## src/rtl/core/rgb_to_hsv_converter_top_defines.svh

```systemverilog
// Assertion macros shared by the RGB to HSV converter modules.
// Expects signals named clk and rst_n in the including scope.
`ifndef RGB_TO_HSV_CONVERTER_TOP_DEFINES_SVH
`define RGB_TO_HSV_CONVERTER_TOP_DEFINES_SVH

// Check that a condition holds at every clock edge out of reset.
`define RHC_ASSERT(lbl, prop, msg) \
    lbl: assert property (@(posedge clk) disable iff (!rst_n) (prop)) else $error(msg);

// Check that a condition in the cycle after a trigger follows from it.
`define RHC_ASSERT_NEXT(lbl, trig, cons, msg) \
    lbl: assert property (@(posedge clk) disable iff (!rst_n) (trig) |=> (cons)) \
        else $error(msg);

`endif

```

## src/rtl/core/rhc_pkg.sv

```systemverilog
// Package of the RGB to HSV converter: widths, the work item type and
// the divider step function. No dependencies.
`timescale 1ns / 1ps

package rhc_pkg;

    localparam int CHAN_W     = 20;
    localparam int VAL_W      = CHAN_W - 1;
    localparam int FRAC_W     = 16;
    localparam int HUE_DIV_W  = VAL_W + 3;
    localparam int SAT_W      = FRAC_W + 1;
    localparam int QUEUE_DEPTH = 4;
    localparam int QPTR_W     = $clog2(QUEUE_DEPTH);
    localparam int QCNT_W     = $clog2(QUEUE_DEPTH + 1);

    typedef struct packed {
        logic [HUE_DIV_W-1:0] hue_rem;
        logic [HUE_DIV_W-1:0] hue_div;
        logic [FRAC_W-1:0]    hue_q;
        logic [VAL_W-1:0]     sat_rem;
        logic [VAL_W-1:0]     sat_div;
        logic [SAT_W-1:0]     sat_q;
        logic [VAL_W-1:0]     value;
        logic [CHAN_W-1:0]    alpha;
    } work_t;

    // One restoring division step for both quotients.
    function automatic work_t div_step(work_t w);
        work_t                o;
        logic [HUE_DIV_W:0]   ht;
        logic [VAL_W:0]       st;
        o  = w;
        ht = {w.hue_rem, 1'b0};
        st = {w.sat_rem, 1'b0};
        if (ht >= {1'b0, w.hue_div})
        begin
            ht      = ht - {1'b0, w.hue_div};
            o.hue_q = {w.hue_q[FRAC_W-2:0], 1'b1};
        end
        else
        begin
            o.hue_q = {w.hue_q[FRAC_W-2:0], 1'b0};
        end
        if (st >= {1'b0, w.sat_div})
        begin
            st      = st - {1'b0, w.sat_div};
            o.sat_q = {w.sat_q[SAT_W-2:0], 1'b1};
        end
        else
        begin
            o.sat_q = {w.sat_q[SAT_W-2:0], 1'b0};
        end
        o.hue_rem = ht[HUE_DIV_W-1:0];
        o.sat_rem = st[VAL_W-1:0];
        return o;
    endfunction

endpackage

```

## src/rtl/core/rhc_back.sv

```systemverilog
// Back part: pipelined restoring dividers, one quotient bit per stage.
// Depends on rhc_pkg and the shared assertion macros.
`timescale 1ns / 1ps
`include "rgb_to_hsv_converter_top_defines.svh"

module rhc_back (
    input  logic                       clk,
    input  logic                       rst_n,
    input  logic                       q_empty,
    input  rhc_pkg::work_t             q_data,
    output logic                       q_pop,
    input  logic                       pop,
    output logic                       empty,
    output logic [rhc_pkg::FRAC_W-1:0] hue,
    output logic [rhc_pkg::SAT_W-1:0]  saturation,
    output logic [rhc_pkg::VAL_W-1:0]  value,
    output logic [rhc_pkg::CHAN_W-1:0] alpha_out
);

    localparam int NS = rhc_pkg::FRAC_W;

    rhc_pkg::work_t stage_reg [NS];
    logic [NS-1:0]  vld_reg, vld_next;
    logic           advance;

    // The whole pipe moves unless the finished result is stalled.
    assign advance = !vld_reg[NS-1] || pop;
    assign q_pop   = advance && !q_empty;
    assign vld_next = {vld_reg[NS-2:0], !q_empty};

    assign empty      = !vld_reg[NS-1];
    assign hue        = stage_reg[NS-1].hue_q;
    assign saturation = stage_reg[NS-1].sat_q;
    assign value      = stage_reg[NS-1].value;
    assign alpha_out  = stage_reg[NS-1].alpha;

    always_ff @(posedge clk or negedge rst_n)
    begin
        if (!rst_n)
            vld_reg <= '0;
        else if (advance)
            vld_reg <= vld_next;
    end

    always_ff @(posedge clk)
    begin
        if (advance)
        begin
            stage_reg[0] <= rhc_pkg::div_step(q_data);
            for (int k = 1; k < NS; k++)
                stage_reg[k] <= rhc_pkg::div_step(stage_reg[k-1]);
        end
    end

    `RHC_ASSERT(a_hue_rem, !vld_reg[NS-1] || (stage_reg[NS-1].hue_rem < stage_reg[NS-1].hue_div), "hue remainder not below divisor")
    `RHC_ASSERT_NEXT(a_hold, vld_reg[NS-1] && !pop, vld_reg[NS-1], "stalled result dropped")

endmodule

```

## config.mk

```make
export PLATFORM = sky130hd
export DESIGN_NAME = rhc_back
export DESIGN_NICKNAME = d
export VERILOG_FILES = /design/src/rtl/core/rhc_pkg.sv /design/src/rtl/core/rhc_back.sv
export VERILOG_INCLUDE_DIRS = /design/src /design/src/rtl/core
export SDC_FILE = /design/constraint.sdc
export NUM_CORES = 2
export LEC_CHECK = 0
export BUFFER_PORTS_ARGS = -buffer_cell sky130_fd_sc_hd__buf_2
export CAP_MARGIN = 10
export CORE_MARGIN = 1.5
export CORE_UTILIZATION = 45
export DETAILED_ROUTE_END_ITERATION = 8
export GPL_TIMING_DRIVEN = 0
export PLACE_DENSITY = 0.69
export SETUP_SLACK_MARGIN = 0.2
export SYNTH_ARGS = -nofsm -noshare
export SYNTH_HDL_FRONTEND = slang
export SYNTH_SLANG_ARGS = --single-unit
```

## constraint.sdc

```tcl
create_clock -name clk -period 63.3 [get_ports clk]
set_input_delay 6.33 -clock clk [delete_from_list [all_inputs] [get_ports clk]]
set_output_delay 6.33 -clock clk [all_outputs]
set_load 0.005 [all_outputs]
```

==> key figures <==
Run status
  • Run status: complete, no violations

Global routing
  • Vias in the first global route: 58400
  • Initial antenna violation count: 0
  • Total grt overflow: 0
  • GRT Total Usage: 14.8%
  • First-pass GRT wire length: 283000 um
  • Largest net degree at the start of global routing: 129

Layout
  • N_diodes: 0
  • Area growth, synth to finish: 12.4%
  • Layout cells sized above 1: 12.3%
  • Count of non-filler cells in the finished layout: 11300
  • Nets: 8977
  • Largest register FFs: 2142
  • Fillers: 18800

Placed design
  • RePlAce Congestion: 0.930
  • Placed Cells incl. Taps: 10900
  • # port buffers: 199
  • Post-DP HPWL: 127000 um

Clock tree
  • Clock sink count: 2158
  • CTS tree: yes
  • TritonCTS Buffers: 223
  • Reg clk slew, reported paths: 0.06 ns
  • H-tree Lvls: 4
  • Worst-Skew Late Latency: 0.88 ns
  • CTS Buffer Depth: 3
  • Setup Buffers After CTS: 0
  • Hold_buf cts: 0
  • Root Buffer: clkbuf_16
  • Resized cells post-CTS: 0

STA
  • Fin Setup TNS: 0 ns
  • Slew HR: 14.6%
  • Final min period: 13.37 ns
  • Layout Skew: 0.0538 ns
  • Unrepaired setup endpoints after global routing: no
  • Setup violators final: 0
  • Fmax: 74.8 MHz
  • Final Cycle Share: 21.1%
  • Slew @ Worst Pin: 1.28 ns
  • Final hold viol count: 0
  • Slew Viols, Final: 0
  • WHS: 0.381 ns

Synthesis
  • Number of synthesized register bits: 2158
  • Post-Synth XOR/XNOR Area: 4.22%
  • Post-synthesis simple-gate area fraction: 6.53%
  • Synth Area in Adders: 8.54%
  • Synth Warn #: 0
  • Number of synthesized flops with an enable pin: 2142
  • Synth Flop Type: edfxtp_1
  • Top-area cell type share of the netlist area: 62.6%
  • Synth Area in Compound Gates: 9.95%
  • Area contributors post-synth: edfxtp_1 63%, ha_1 8.0%, mux2_2 4.0%, inv_1 2.8%, xnor2_1 2.6%
  • Cells after synthesis: 7691
  • Yosys cell types: 83
  • Avg Synthesized Cell Area: 13.4 um2
  • Synth area leader: edfxtp_1
  • Ys async rst share: 0.741%
  • Post-synthesis mux area share: 4.04%
  • Largest family of logic cells by synthesized area: compound AO/OA/AOI/OAI gates
  • Post-synthesis sequential area ratio: 63.0%
  • Synth Net Count: 8533
  • Synth Cell Area: 103000 um2

Critical path
  • WP data arrival: 7.04 ns
  • CP Capture Type: output port
  • R2R Setup Slk: 58.36 ns
  • Worst reg2reg path depth: 11
  • Crit path required time: 56.97 ns
  • Worst Setup Start Kind: input port
  • Critical path peak fanout: 8
  • R2r startpoint: vld_reg[15]$_DFFE_PN0N_
  • Crit Path Category: input port to output port
  • Worst R2R End: stage_reg[1][1063]$_DFFE_PN_

Die
  • FP Rows: 175
  • Initial Utilization: 45.2%
  • Die Wd: 481 um
  • Core area: 227000 um2
  • Total die area: 231000 um2
  • # IOs: 232
  • Die height: 481 um

Drt
  • Wire per inst: 15.5 um
  • Residual DRC count: 0
  • DRT Pass-1 Iters: 5
  • Via/cell ratio: 5.12
  • Detailed Route WL: 175000 um
  • Antenna-violating nets left: 0
  • Vias post-DR: 58000
  • Iteration-0 DRC Markers: 3322

Worst hold path
  • Hold Path Class: register to register
  • WHS Path Cells: 0
  • Hold_sp: stage_reg[1][505]$_DFFE_PN_
  • Worst Hold End: stage_reg[1][660]$_DFFE_PN_

Job
  • Max-cap viol count: 0
## how the worst max path moves through the flow
stage | startpoint | end | slack [ns] | cells after the start
2_1_floorplan | pop | stage_reg[0][0]$_DFFE_PN_ | 28.27 | 3
3_3_place_gp | pop | stage_reg[1][168]$_DFFE_PN_ | 19.51 | 4
3_5_place_dp | pop | q_pop | 49.89 | 4
4_1_cts | pop | q_pop | 49.89 | 4
5_1_grt | pop | q_pop | 49.83 | 4
6_report | pop | q_pop | 49.93 | 4
## Yosys cell counts, drive strengths merged, types with 54 or more instances
library cell and count:
nand2b 85, clkbuf 88, inv 778, a21oi 466, a31oi 61, nand3 88
a21o 270, o21bai 54, nand2 422, buf 92, edfxtp 2142, nor2 381
xor2 193, mux2 365, o21a 67, xnor2 302, nor3 100, o21ai 397
nor2b 97, nand4 64, ha 654
## layout by cell type (no fill, tap or decap), types with 30 or more instances in the layout
cell and instances:
xnor2_1 302, nand4_1 64, or3_1 30, nor2b_1 97, o21bai_1 54, o21ai_0 390
clkbuf_16 230, fa_1 30, clkbuf_1 135, o31ai_1 32, clkinv_1 53, mux2_2 365
a31oi_1 61, nand2b_1 85, nor2_1 381, a21o_1 270, buf_2 209, buf_4 72
and3_1 40, inv_1 778, nand3_1 87, nand2_1 422, nor3_1 100, edfxtp_1 2142
xor2_1 193, a211oi_1 32, o21a_1 67, ha_1 654, a21oi_1 466
## per-stage QoR
step                      area, um2  utilization (%)  worst slack [ns]
after floorplan              103000                -             28.27
after global placement       108000             47.3             19.51
after detailed placement     108000             47.6             49.89
after CTS                    116000             50.8             49.89
after global routing         116000             50.8             49.83
final                        116000             50.8             49.93
## cell type report
type / count / area, um2 / area share [%]
flip-flops and latches: 2158 / 64700 / 56.0
multi-input cells: 4575 / 34200 / 29.6
clock buffers: 280 / 5960 / 5.16
well taps: 3009 / 3760 / 3.26
inverters: 778 / 2920 / 2.53
repair buffers: 219 / 1550 / 1.34
clock inverters: 131 / 1410 / 1.22
plain buffers: 180 / 968 / 0.838
## critical path, stage by stage
cell    delay (ns)
buf_2         0.10
nor2_1        0.36
nor2_1        0.10
buf_2         0.15
## logic make-up after synthesis
logic type               Yosys count
XOR/XNOR                         495
adder cells (fa/ha/maj)          684
multiplexers                     369
AND/OR/NAND/NOR                 1412
buffers and inverters            958
flip-flops                      2158
AO/OA/AOI/OAI                   1615
## routing by layer
metal  wire length, um  part of all wire [%]  vias up  global-route usage (%)
met1             74600                    43    27300                    17.1
met2             87100                    50     1138                    26.6
li1                  -                     -    29200                       -
met3              6030                   3.4      412                    2.43
met5                 0                     0        -                       0
met4              7400                   4.2        0                    6.93
Power is not shown: default switching activity piles up to over one toggle a cycle in this logic, so the estimate is an artifact.
