### src/rtl/core/rgb_to_hsv_converter_top_defines.svh
// Assertion macros shared by the RGB to HSV converter modules.
// Expects signals named clk and rst_n in the including scope.
`ifndef RGB_TO_HSV_CONVERTER_TOP_DEFINES_SVH
`define RGB_TO_HSV_CONVERTER_TOP_DEFINES_SVH

// Check that a condition holds at every clock edge out of reset.
`define RHC_ASSERT(lbl, prop, msg) \
    lbl: assert property (@(posedge clk) disable iff (!rst_n) (prop)) else $error(msg);

// Check that a condition in the cycle after a trigger follows from it.
`define RHC_ASSERT_NEXT(lbl, trig, cons, msg) \
    lbl: assert property (@(posedge clk) disable iff (!rst_n) (trig) |=> (cons)) \
        else $error(msg);

`endif

### src/rtl/core/rhc_pkg.sv
// Package of the RGB to HSV converter: widths, the work item type and
// the divider step function. No dependencies.
`timescale 1ns / 1ps

package rhc_pkg;

    localparam int CHAN_W     = 20;
    localparam int VAL_W      = CHAN_W - 1;
    localparam int FRAC_W     = 16;
    localparam int HUE_DIV_W  = VAL_W + 3;
    localparam int SAT_W      = FRAC_W + 1;
    localparam int QUEUE_DEPTH = 4;
    localparam int QPTR_W     = $clog2(QUEUE_DEPTH);
    localparam int QCNT_W     = $clog2(QUEUE_DEPTH + 1);

    typedef struct packed {
        logic [HUE_DIV_W-1:0] hue_rem;
        logic [HUE_DIV_W-1:0] hue_div;
        logic [FRAC_W-1:0]    hue_q;
        logic [VAL_W-1:0]     sat_rem;
        logic [VAL_W-1:0]     sat_div;
        logic [SAT_W-1:0]     sat_q;
        logic [VAL_W-1:0]     value;
        logic [CHAN_W-1:0]    alpha;
    } work_t;

    // One restoring division step for both quotients.
    function automatic work_t div_step(work_t w);
        work_t                o;
        logic [HUE_DIV_W:0]   ht;
        logic [VAL_W:0]       st;
        o  = w;
        ht = {w.hue_rem, 1'b0};
        st = {w.sat_rem, 1'b0};
        if (ht >= {1'b0, w.hue_div})
        begin
            ht      = ht - {1'b0, w.hue_div};
            o.hue_q = {w.hue_q[FRAC_W-2:0], 1'b1};
        end
        else
        begin
            o.hue_q = {w.hue_q[FRAC_W-2:0], 1'b0};
        end
        if (st >= {1'b0, w.sat_div})
        begin
            st      = st - {1'b0, w.sat_div};
            o.sat_q = {w.sat_q[SAT_W-2:0], 1'b1};
        end
        else
        begin
            o.sat_q = {w.sat_q[SAT_W-2:0], 1'b0};
        end
        o.hue_rem = ht[HUE_DIV_W-1:0];
        o.sat_rem = st[VAL_W-1:0];
        return o;
    endfunction

endpackage

### src/rtl/core/rhc_front.sv
// Front part: accept a pixel, clamp, classify the sector and set up
// both divisions. Depends on rhc_pkg.
`timescale 1ns / 1ps

module rhc_front (
    input  logic                       clk,
    input  logic                       rst_n,
    input  logic                       push,
    output logic                       full,
    input  logic [rhc_pkg::CHAN_W-1:0] red,
    input  logic [rhc_pkg::CHAN_W-1:0] green,
    input  logic [rhc_pkg::CHAN_W-1:0] blue,
    input  logic [rhc_pkg::CHAN_W-1:0] alpha,
    output logic                       q_push,
    input  logic                       q_full,
    output rhc_pkg::work_t             q_data
);

    localparam int VW = rhc_pkg::VAL_W;
    localparam int HW = rhc_pkg::HUE_DIV_W;

    logic           valid_reg, valid_next;
    rhc_pkg::work_t item_reg;
    rhc_pkg::work_t item_next;
    logic [VW-1:0]  r, g, b, hi, lo, d;
    logic [HW:0]    n_wide;
    logic [HW-1:0]  n, six_d;
    logic           take;

    assign full   = valid_reg && q_full;
    assign take   = push && !full;
    assign q_push = valid_reg && !q_full;
    assign q_data = item_reg;

    always_comb
    begin
        r  = red[rhc_pkg::CHAN_W-1]   ? '0 : red[VW-1:0];
        g  = green[rhc_pkg::CHAN_W-1] ? '0 : green[VW-1:0];
        b  = blue[rhc_pkg::CHAN_W-1]  ? '0 : blue[VW-1:0];
        hi = r;
        lo = r;
        if (g > hi) hi = g;
        if (b > hi) hi = b;
        if (g < lo) lo = g;
        if (b < lo) lo = b;
        d     = hi - lo;
        six_d = ({3'b0, d} << 2) + ({3'b0, d} << 1);
        // sector offset by the minimum channel, red first
        if (r == lo)
            n_wide = ({4'b0, d} << 1) + {4'b0, d} + {4'b0, b} - {4'b0, g};
        else if (g == lo)
            n_wide = ({4'b0, d} << 2) + {4'b0, d} + {4'b0, r} - {4'b0, b};
        else
            n_wide = {4'b0, d} + {4'b0, g} - {4'b0, r};
        n = n_wide[HW-1:0];
        if (n >= six_d)
            n = n - six_d;

        item_next.hue_rem = n;
        item_next.hue_div = (d == '0) ? HW'(1) : six_d;
        item_next.hue_q   = '0;
        // saturation of one happens only with d equal to max
        item_next.sat_q   = {{(rhc_pkg::SAT_W-1){1'b0}}, (d == hi) && (d != '0)};
        item_next.sat_rem = (d == hi) ? '0 : d;
        item_next.sat_div = (hi == '0) ? VW'(1) : hi;
        item_next.value   = hi;
        item_next.alpha   = alpha;
    end

    always_comb
    begin
        valid_next = valid_reg;
        if (take)
            valid_next = 1'b1;
        else if (q_push)
            valid_next = 1'b0;
    end

    always_ff @(posedge clk or negedge rst_n)
    begin
        if (!rst_n)
            valid_reg <= 1'b0;
        else
            valid_reg <= valid_next;
    end

    always_ff @(posedge clk)
    begin
        if (take)
            item_reg <= item_next;
    end

endmodule

### config.mk
export PLATFORM = sky130hd
export DESIGN_NAME = rhc_front
export DESIGN_NICKNAME = d
export VERILOG_FILES = /design/src/rtl/core/rgb_to_hsv_converter_top_defines.svh /design/src/rtl/core/rhc_pkg.sv /design/src/rtl/core/rhc_front.sv
export SDC_FILE = /design/constraint.sdc
export NUM_CORES = 1
export LEC_CHECK = 0
export BUFFER_PORTS_ARGS = -buffer_cell sky130_fd_sc_hd__buf_2
export CAP_MARGIN = 20
export CORE_ASPECT_RATIO = 0.7
export CORE_UTILIZATION = 55
export CTS_CLUSTER_DIAMETER = 120
export DETAILED_ROUTE_END_ITERATION = 12
export PLACE_DENSITY = 0.77
export SETUP_SLACK_MARGIN = 0.3
export SLEW_MARGIN = 5
export SYNTH_ARGS = -nofsm -noshare
export SYNTH_HDL_FRONTEND = slang
export SYNTH_SLANG_ARGS = --single-unit
### constraint.sdc
create_clock -name clk -period 16.3 [get_ports clk]
set_clock_uncertainty 0.15 [all_clocks]
set_input_delay 3.26 -clock clk [delete_from_list [all_inputs] [get_ports clk]]
set_output_delay 3.26 -clock clk [all_outputs]
set_load 0.02 [all_outputs]
==> tab_implementation.tex, run 1 <==
\begin{tabular}{lr}
\hline
Metric & Value \\
\hline
\multicolumn{2}{l}{\textbf{Synth}} \\
Cell taking the most area after synthesis & sky130\_fd\_sc\_hd\_\_edfxtp\_1 \\
Fraction of registers with async set/reset & 0.813\% \\
Count of warnings emitted by yosys & 0 \\
Synth unique cells & 94 \\
Top post-synthesis cells by area & sky130\_fd\_sc\_hd\_\_edfxtp\_1 22\%, sky130\_fd\_sc\_hd\_\_ha\_1 15\%, sky130\_fd\_sc\_hd\_\_fa\_1 8.6\%, sky130\_fd\_sc\_hd\_\_xnor2\_1 5.8\%, sky130\_fd\_sc\_hd\_\_a21oi\_1 4.6\% \\
Area share of the leading cell type in the synthesized netlist & around 22\% \\
Number of enable flip-flop cells after synthesis & 122 \\
Sequential area share after synthesis & 21.8\% \\
Most used DFF post-synth & sky130\_fd\_sc\_hd\_\_edfxtp\_1 \\
Post-synthesis average cell area & a little under 9 sq um \\
Cells after Synth & a little under 2k \\
Flop and latch count out of synthesis & about 120 \\
Combined area of all synthesized cells & 16,900 sq um \\
\multicolumn{2}{l}{\textbf{Global route}} \\
Initial antenna violation count & 2 \\
GR Util All Layers & 45.3\% \\
Vias in the first global route & 17.4k \\
Maximum number of pins on one net before global-route repair & 65 \\
Global-route wire length before repair & 105 mm \\
Total congestion overflow & 0 \\
\multicolumn{2}{l}{\textbf{Final layout}} \\
Largest register FFs & 122 \\
Layout net count & approximately 2.8k \\
Layout Utilization & just over 70\% \\
Most used cells in the layout excluding fill and tap cells & 343 x sky130\_fd\_sc\_hd\_\_buf\_4, 206 x sky130\_fd\_sc\_hd\_\_buf\_2, 204 x sky130\_fd\_sc\_hd\_\_ha\_1 \\
Storage element area & 3690 sq um \\
Fraction of layout cells with a size suffix above 1 & 27.2\% \\
Most frequent standard cell in the layout excluding fill and tap cells & sky130\_fd\_sc\_hd\_\_buf\_4 \\
Multi-input gate area in the final layout & around 12,000 sq um \\
Layout fillers & 2,258 \\
Synth-to-layout area growth & 26.7\% \\
\multicolumn{2}{l}{\textbf{Drt}} \\
Router iterations before antenna repair & 7 \\
DRC & 0 \\
Total wirelength of the detailed-routed design & 71.2 mm \\
Via count & approximately 18k \\
Remaining antenna violation count after routing & 0 \\
Average wire per standard cell & approximately 25 um \\
Number of design-rule violations left by the first detailed-router iteration & approximately 2.4k \\
Vias/cell & 6.24 \\
\multicolumn{2}{l}{\textbf{Min path}} \\
Min-delay worst type & reg2reg \\
End point of the worst hold path & valid\_reg\$\_DFFE\_PN0P\_ \\
Start point of the worst hold path & valid\_reg\$\_DFFE\_PN0P\_ \\
Worst Hold Path Cells & 2 \\
\multicolumn{2}{l}{\textbf{Clocking}} \\
CTS tree & yes \\
H-Tree Depth & 4 \\
Max clock buf depth & 2 \\
Sinks on Clock Net & 123 \\
Clock tree root buffer cell & sky130\_fd\_sc\_hd\_\_clkbuf\_16 \\
Source-to-sink clock delay at the later pin of the worst-skew pair & 0.45 ns \\
Clock buffers created by TritonCTS & 17 \\
Post-CTS clock slew at the launch and capture registers of the worst setup and hold paths & approximately 0.06 ns \\
Hold bufs inserted after CTS & 0 \\
\multicolumn{2}{l}{\textbf{Worst setup path}} \\
Cell with the largest stage delay on the worst path & sky130\_fd\_sc\_hd\_\_nor4\_1 \\
Required time of the critical path & 16.36 ns \\
Flop2flop setup slack & 13.43 ns \\
Count of buffer and inverter cells on the critical path & 9 \\
Crit end category & flop \\
Most prevalent standard cell on the critical path & sky130\_fd\_sc\_hd\_\_ha\_1 \\
Arr. time, crit path & 15.81 ns \\
Maximum fanout count along the critical path & 22 \\
Cell family with most CP delay & compound AO/OA/AOI/OAI gates \\
Worst r2r path cells & 4 \\
Reg2reg end & q\_data[27]\$\_DFFE\_PP\_ \\
Type of the setup path with the least slack & in2reg \\
Maximum cell stage delay along the critical path & $\sim$0.63 ns \\
Launch point of the worst reg-to-reg path & valid\_reg\$\_DFFE\_PN0P\_ \\
Launching element type of the critical path & input port \\
\multicolumn{2}{l}{\textbf{STA}} \\
RSZ-0062 raised after global routing & no \\
Achievable clock frequency & 63.5 MHz \\
Final hold violation count & 0 \\
Min Tclk post-route & 15.76 ns \\
Setup Total Neg Slack & 0 ns \\
Ratio of final minimum period to clock period & 96.7\% \\
Final Max Tran Viols & 0 \\
Actual slew at the worst max-slew pin & 0.943 ns \\
Relative slew margins & 37.1\% \\
Final setup vio count & 0 \\
\multicolumn{2}{l}{\textbf{Floorplanning}} \\
Die boundary height & 149 um \\
Die width & 212 um \\
Initial core utilization & 56.2\% \\
Standard cell core area & 30,100 sq um \\
Top-level port count & 240 \\
Number of placement rows & 53 \\
Die outline area & 31,500 sq um \\
\multicolumn{2}{l}{\textbf{Placement}} \\
Number of buffers inserted by port buffering & 207 \\
Gpl congestion & 1.05 \\
Half-perimeter wire length of the detailed placement result & 57.2 mm \\
\multicolumn{2}{l}{\textbf{Run}} \\
Max capacitance violation total & 0 \\
\multicolumn{2}{l}{\textbf{Status}} \\
Status & completed \\
\hline
\end{tabular}
==> tightest hold or removal path, cell delays in order (launching register included) <==
cell                      delay, ns
sky130_fd_sc_hd__dfrtp_1       0.35
sky130_fd_sc_hd__and2_1        0.22
sky130_fd_sc_hd__or2_2         0.15
==> worst max path at each step <==
stage,startpoint,endpoint,slack [ns],cells after the start
floorplan,red[19],q_data[144]$_DFFE_PP_,0.35,52
global placement,red[19],q_data[144]$_DFFE_PP_,0.51,51
detailed placement,green[19],q_data[151]$_DFFE_PP_,0.07,53
CTS,green[19],q_data[151]$_DFFE_PP_,0.39,53
global route,red[19],q_data[144]$_DFFE_PP_,0.31,56
finish,red[19],q_data[151]$_DFFE_PP_,0.54,52
==> cell usage after synthesis, drive strengths merged, types with 7 or more instances <==
master     n
inv      199
nor2     191
o31a       8
nand2b    50
nor3      51
fa        73
clkbuf    27
o211ai    19
nand2     89
edfxtp   122
a211oi     8
a2111oi    7
o21a      18
nand4     23
nor2b     31
o21ai     66
nand3b     7
a21boi    11
o31ai     20
or3        7
o22ai      9
mux2      23
xor2      34
nor4      19
ha       204
o41ai      7
mux2i     62
nand3     36
a21oi    156
o21bai     8
a21o      39
a31oi     29
and3      17
xnor2    113
or2       15
buf       56
and2       8
==> metrics by stage <==
stage	instances	setup slack, ns	hold WS (ns)	instance area, sq um
after floorplan	1953	0.350	0.589	17000
final	2870	0.545	0.602	21400
after global routing	2868	0.308	0.598	21400
after CTS	2858	0.390	0.581	21300
after global placement	2826	0.507	0.505	20700
after detailed placement	2826	0.0725	0.552	20700
==> routing by layer <==
metal	wire length, um	track usage, %	up-vias
li1	-	-	7829
met1	28900	60.8	8576
met2	30700	69.3	1236
met3	8760	11.9	261
met4	2820	18.3	0
met5	0	0	-
==> timing repair <==
item / 4_1_cts / 5_1_grt
buffers inserted: 0 / 10
resized for setup: 0 / 17
setup endpoints to repair: 0 / 21
==> kinds of logic (layout without fill, tap and decap cells) <==
group                      count (synthesis)  in the layout  synth area share [%]
AOI/OAI and AO/OA                        448            448                  17.6
DFF                                      123            123                  21.8
muxes                                     85             85                  5.53
xor gates and xnor gates                 147            147                  7.65
and+or+nand+nor                          557            557                  16.2
buffers and inverters                    284            787                  7.43
other                                      1             34                0.0222
adders and majority gates                277            277                  23.7
==> cell type report <==
type                       instances  area share [%]
multi-input combinational       1546            56.8
tap                              412            2.40
inverter                         201            3.53
sequential                       123            17.2
clock buffer                      17            1.98
clock inverter                    15           0.759
antenna                            2          0.0233
timing repair buffer             554            17.2
Power of run 1 is not shown: default switching activity piles up to over one toggle a cycle in this logic, so the estimate is an artifact.
==> inputs of run 2 (changes only) <==
--- a/config.mk
+++ b/config.mk
@@ -5,6 +5,7 @@
 export SDC_FILE = /design/constraint.sdc
 export NUM_CORES = 1
 export LEC_CHECK = 0
+export ABC_AREA = 1
 export BUFFER_PORTS_ARGS = -buffer_cell sky130_fd_sc_hd__buf_2
 export CAP_MARGIN = 20
 export CORE_ASPECT_RATIO = 0.7
@@ -17,3 +18,4 @@
 export SYNTH_ARGS = -nofsm -noshare
 export SYNTH_HDL_FRONTEND = slang
 export SYNTH_SLANG_ARGS = --single-unit
+export TNS_END_PERCENT = 1
==> run 2 against run 1 <==
  * Non-clock buffer count fell by 215
  * Sequential share of layout area rose by 1.6 points
  * Flip-flop and latch count did not move
  * Clock-buffer cell count did not move
  * Critical path depth rose by 10
  * Register-to-register slack improved by 0.20 ns
  * Global-route usage fell by 7.8 points
  * Largest cell class unchanged
  * Highest routed layer unchanged
==> tab_implementation.tex, run 2 <==
\begin{tabular}{lr}
\hline
Metric & Value \\
\hline
\multicolumn{2}{l}{\textbf{Status}} \\
Status & completed (unchanged) \\
\multicolumn{2}{l}{\textbf{Synth}} \\
Cell taking the most area after synthesis & sky130\_fd\_sc\_hd\_\_edfxtp\_1 (unchanged) \\
XOR/XNOR Fraction of Synth Area & 7.14\% (was 7.65\%) \\
Sequential area share after synthesis & 22.0\% (was 21.8\%) \\
Area share of the leading cell type in the synthesized netlist & 21.8\% (was 21.7\%) \\
Cells after Synth & 2,259 (was 1,922) \\
Fraction of the mapped netlist area in simple logic gates & 24.6\% (was 16.2\%) \\
Main combinational cell family by area after synthesis & simple AND/OR/NAND/NOR gates (was adder cells) \\
Post-synthesis average cell area & 7.43 sq um (was 8.80 sq um) \\
Synth unique cells & 58 (was 94) \\
Fraction of registers with async set/reset & 0.813\% (unchanged) \\
Number of enable flip-flop cells after synthesis & 122 (unchanged) \\
Synth Area in Compound Gates & 10.7\% (was 17.6\%) \\
Combined area of all synthesized cells & 16,800 sq um (was 16,900 sq um) \\
Flop and latch count out of synthesis & 123 (unchanged) \\
Top post-synthesis cells by count & 532 x sky130\_fd\_sc\_hd\_\_nand2\_1, 370 x sky130\_fd\_sc\_hd\_\_inv\_1, 204 x sky130\_fd\_sc\_hd\_\_ha\_1, 180 x sky130\_fd\_sc\_hd\_\_nand3\_1, 136 x sky130\_fd\_sc\_hd\_\_a21oi\_1 (was 204 x sky130\_fd\_sc\_hd\_\_ha\_1, 195 x sky130\_fd\_sc\_hd\_\_inv\_1, 190 x sky130\_fd\_sc\_hd\_\_nor2\_1, 155 x sky130\_fd\_sc\_hd\_\_a21oi\_1, 122 x sky130\_fd\_sc\_hd\_\_edfxtp\_1) \\
Multiplexer share of the synthesized area & 0\% (was 5.53\%) \\
Most used DFF post-synth & sky130\_fd\_sc\_hd\_\_edfxtp\_1 (unchanged) \\
Most common cell in the netlist & sky130\_fd\_sc\_hd\_\_nand2\_1 (was sky130\_fd\_sc\_hd\_\_ha\_1) \\
Adder-cell area share of the yosys netlist & 23.9\% (was 23.7\%) \\
Top post-synthesis cells by area & sky130\_fd\_sc\_hd\_\_edfxtp\_1 22\%, sky130\_fd\_sc\_hd\_\_ha\_1 15\%, sky130\_fd\_sc\_hd\_\_nand2\_1 12\%, sky130\_fd\_sc\_hd\_\_fa\_1 8.7\%, sky130\_fd\_sc\_hd\_\_inv\_1 8.3\% (was sky130\_fd\_sc\_hd\_\_edfxtp\_1 22\%, sky130\_fd\_sc\_hd\_\_ha\_1 15\%, sky130\_fd\_sc\_hd\_\_fa\_1 8.6\%, sky130\_fd\_sc\_hd\_\_xnor2\_1 5.8\%, sky130\_fd\_sc\_hd\_\_a21oi\_1 4.6\%) \\
Count of warnings emitted by yosys & 0 (unchanged) \\
\multicolumn{2}{l}{\textbf{Floorplanning}} \\
Number of placement rows & 53 (unchanged) \\
Top-level port count & 240 (unchanged) \\
Die boundary height & 148 um (was 149 um) \\
Die width & 211 um (was 212 um) \\
Die outline area & 31,200 sq um (was 31,500 sq um) \\
Standard cell core area & 30,000 sq um (was 30,100 sq um) \\
Initial core utilization & 55.9\% (was 56.2\%) \\
\multicolumn{2}{l}{\textbf{Clocking}} \\
Max clock buf depth & 2 (unchanged) \\
Clock buffers created by TritonCTS & 17 (unchanged) \\
Post-CTS clock slew at the launch and capture registers of the worst setup and hold paths & 0.06 ns (about the same) \\
Number of setup buffers added after CTS & 0 (unchanged) \\
CTS tree & yes (unchanged) \\
H-Tree Depth & 4 (unchanged) \\
Hold bufs inserted after CTS & 0 (unchanged) \\
Clock tree root buffer cell & sky130\_fd\_sc\_hd\_\_clkbuf\_16 (unchanged) \\
Source-to-sink clock delay at the later pin of the worst-skew pair & 0.45 ns (about the same) \\
Sinks on Clock Net & 123 (unchanged) \\
Number of gates resized after cts & 0 (unchanged) \\
\multicolumn{2}{l}{\textbf{Global route}} \\
Maximum number of pins on one net before global-route repair & 73 (was 65) \\
GR Util All Layers & 37.5\% (was 45.3\%) \\
Vias in the first global route & 15.8k (was 17.4k) \\
Global-route wire length before repair & 88.7 mm (was 105 mm) \\
Total congestion overflow & 0 (unchanged) \\
Initial antenna violation count & 0 (was 2) \\
\multicolumn{2}{l}{\textbf{STA}} \\
Final Max Tran Viols & 0 (unchanged) \\
Setup slack after layout & 1.06 ns (was 0.545 ns) \\
Final setup vio count & 0 (unchanged) \\
Relative slew margins & 32.7\% (was 37.1\%) \\
Worst slack on hold paths & 0.349 ns (was 0.602 ns) \\
Setup Total Neg Slack & 0 ns (unchanged) \\
RSZ-0062 raised after global routing & no (unchanged) \\
Ratio of final minimum period to clock period & 93.5\% (was 96.7\%) \\
Min Tclk post-route & 15.24 ns (was 15.76 ns) \\
Actual slew at the worst max-slew pin & 1.01 ns (was 0.943 ns) \\
Achievable clock frequency & 65.6 MHz (was 63.5 MHz) \\
Final hold violation count & 0 (unchanged) \\
\multicolumn{2}{l}{\textbf{Final layout}} \\
Most used cells in the layout excluding fill and tap cells & 531 x sky130\_fd\_sc\_hd\_\_nand2\_1, 370 x sky130\_fd\_sc\_hd\_\_inv\_1, 207 x sky130\_fd\_sc\_hd\_\_buf\_2 (was 343 x sky130\_fd\_sc\_hd\_\_buf\_4, 206 x sky130\_fd\_sc\_hd\_\_buf\_2, 204 x sky130\_fd\_sc\_hd\_\_ha\_1) \\
Fraction of layout cells with a size suffix above 1 & 17.7\% (was 27.2\%) \\
Diode count & 0 (was 2) \\
Most frequent standard cell in the layout excluding fill and tap cells & sky130\_fd\_sc\_hd\_\_nand2\_1 (was sky130\_fd\_sc\_hd\_\_buf\_4) \\
Area of all placed cells without fillers & 19,600 sq um (was 21,400 sq um) \\
Largest register FFs & 122 (unchanged) \\
Layout net count & 2,933 (was 2,804) \\
Synth-to-layout area growth & 16.9\% (was 26.7\%) \\
\multicolumn{2}{l}{\textbf{Worst setup path}} \\
Flop2flop setup slack & 13.63 ns (was 13.43 ns) \\
Arr. time, crit path & 15.29 ns (was 15.81 ns) \\
Launch point of the worst reg-to-reg path & valid\_reg\$\_DFFE\_PN0P\_ (unchanged) \\
Type of the setup path with the least slack & in2reg (unchanged) \\
Cell with the largest stage delay on the worst path & sky130\_fd\_sc\_hd\_\_xor2\_1 (was sky130\_fd\_sc\_hd\_\_nor4\_1) \\
Count of buffer and inverter cells on the critical path & 6 (was 9) \\
Maximum fanout count along the critical path & 36 (was 22) \\
Worst r2r path cells & 5 (was 4) \\
Launching element type of the critical path & input port (unchanged) \\
Required time of the critical path & 16.35 ns (was 16.36 ns) \\
Cell family with most CP delay & simple AND/OR/NAND/NOR gates (was compound AO/OA/AOI/OAI gates) \\
Crit end category & flop (unchanged) \\
Most prevalent standard cell on the critical path & sky130\_fd\_sc\_hd\_\_nand2\_1 (was sky130\_fd\_sc\_hd\_\_ha\_1) \\
Maximum cell stage delay along the critical path & 0.82 ns (was 0.63 ns) \\
Reg2reg end & q\_data[92]\$\_SDFFCE\_PP0P\_ (was q\_data[27]\$\_DFFE\_PP\_) \\
\multicolumn{2}{l}{\textbf{Drt}} \\
Average wire per standard cell & 19.4 um (was 24.8 um) \\
Number of design-rule violations left by the first detailed-router iteration & 1,799 (was 2,432) \\
Router iterations before antenna repair & 8 (was 7) \\
Total wirelength of the detailed-routed design & 58.1 mm (was 71.2 mm) \\
Vias/cell & 5.60 (was 6.24) \\
Remaining antenna violation count after routing & 0 (unchanged) \\
Via count & 16.8k (was 17.9k) \\
DRC & 0 (unchanged) \\
\multicolumn{2}{l}{\textbf{Run}} \\
Max capacitance violation total & 0 (unchanged) \\
\multicolumn{2}{l}{\textbf{Min path}} \\
Worst Hold Path Cells & 2 (unchanged) \\
End point of the worst hold path & valid\_reg\$\_DFFE\_PN0P\_ (unchanged) \\
Min-delay worst type & reg2reg (unchanged) \\
Start point of the worst hold path & valid\_reg\$\_DFFE\_PN0P\_ (unchanged) \\
\multicolumn{2}{l}{\textbf{Placement}} \\
Number of buffers inserted by port buffering & 207 (unchanged) \\
Gpl congestion & 1.01 (was 1.05) \\
Minimum setup slack after placement & 0.330 ns (was 0.0725 ns) \\
Placed cell areas & 19,000 sq um (was 20,700 sq um) \\
Half-perimeter wire length of the detailed placement result & 47.7 mm (was 57.2 mm) \\
\hline
\end{tabular}
-- run 2: kinds of logic after synthesis --
kind of cell    Yosys count
fa+ha+maj               277
other cells               1
compound gates          324
buf+inv                 457
simple gates            941
xor+xnor                136
flops                   123
-- run 2: worst max path at each step --
stage | start | end | slack, ns | depth (start not counted)
after floorplan | red[19] | q_data[147]$_DFFE_PP_ | 2.68 | 64
after global placement | red[19] | q_data[153]$_DFFE_PP_ | 0.48 | 57
after detailed placement | red[19] | q_data[148]$_DFFE_PP_ | 0.33 | 57
after CTS | red[19] | q_data[148]$_DFFE_PP_ | 0.78 | 57
after global routing | red[19] | q_data[138]$_DFFE_PP_ | 0.31 | 64
final | red[19] | q_data[148]$_DFFE_PP_ | 1.06 | 62
-- run 2: final cells by class --
class / instances / area (sq um)
clock buffer: 17 / 425
clock inverter: 15 / 211
fill: 2642 / 10400
inverter: 381 / 1440
multi-input combinational: 1710 / 11300
sequential: 123 / 3690
tap: 412 / 515
timing repair buffer: 339 / 2040
-- run 2: metrics by stage --
stage	std cells	util [%]
final	2997	65.4
after global routing	2997	65.4
after CTS	2997	65.2
after detailed placement	2965	63.1
after global placement	2965	63.1
after floorplan	2290	-
-- run 2: worst register-to-register path, cell delays in order (launching register included) --
cell and delay [ns]:
sky130_fd_sc_hd__dfrtp_1 0.38, sky130_fd_sc_hd__nand2_1 0.08, sky130_fd_sc_hd__inv_1 0.08, sky130_fd_sc_hd__nor2_4 0.11
sky130_fd_sc_hd__buf_4 0.56, sky130_fd_sc_hd__buf_4 0.83
-- run 2: routing by layer --
| layer | wire length (um) | vias up | track usage [%] |
|---|---|---|---|
| li1 | - | 7940 | - |
| met1 | 26400 | 7892 | 54.4 |
| met2 | 24800 | 861 | 56.8 |
| met3 | 5300 | 103 | 6.36 |
| met4 | 1620 | 0 | 11.6 |
| met5 | 0 | - | 0 |
Power of run 2 is left out for the same reason.
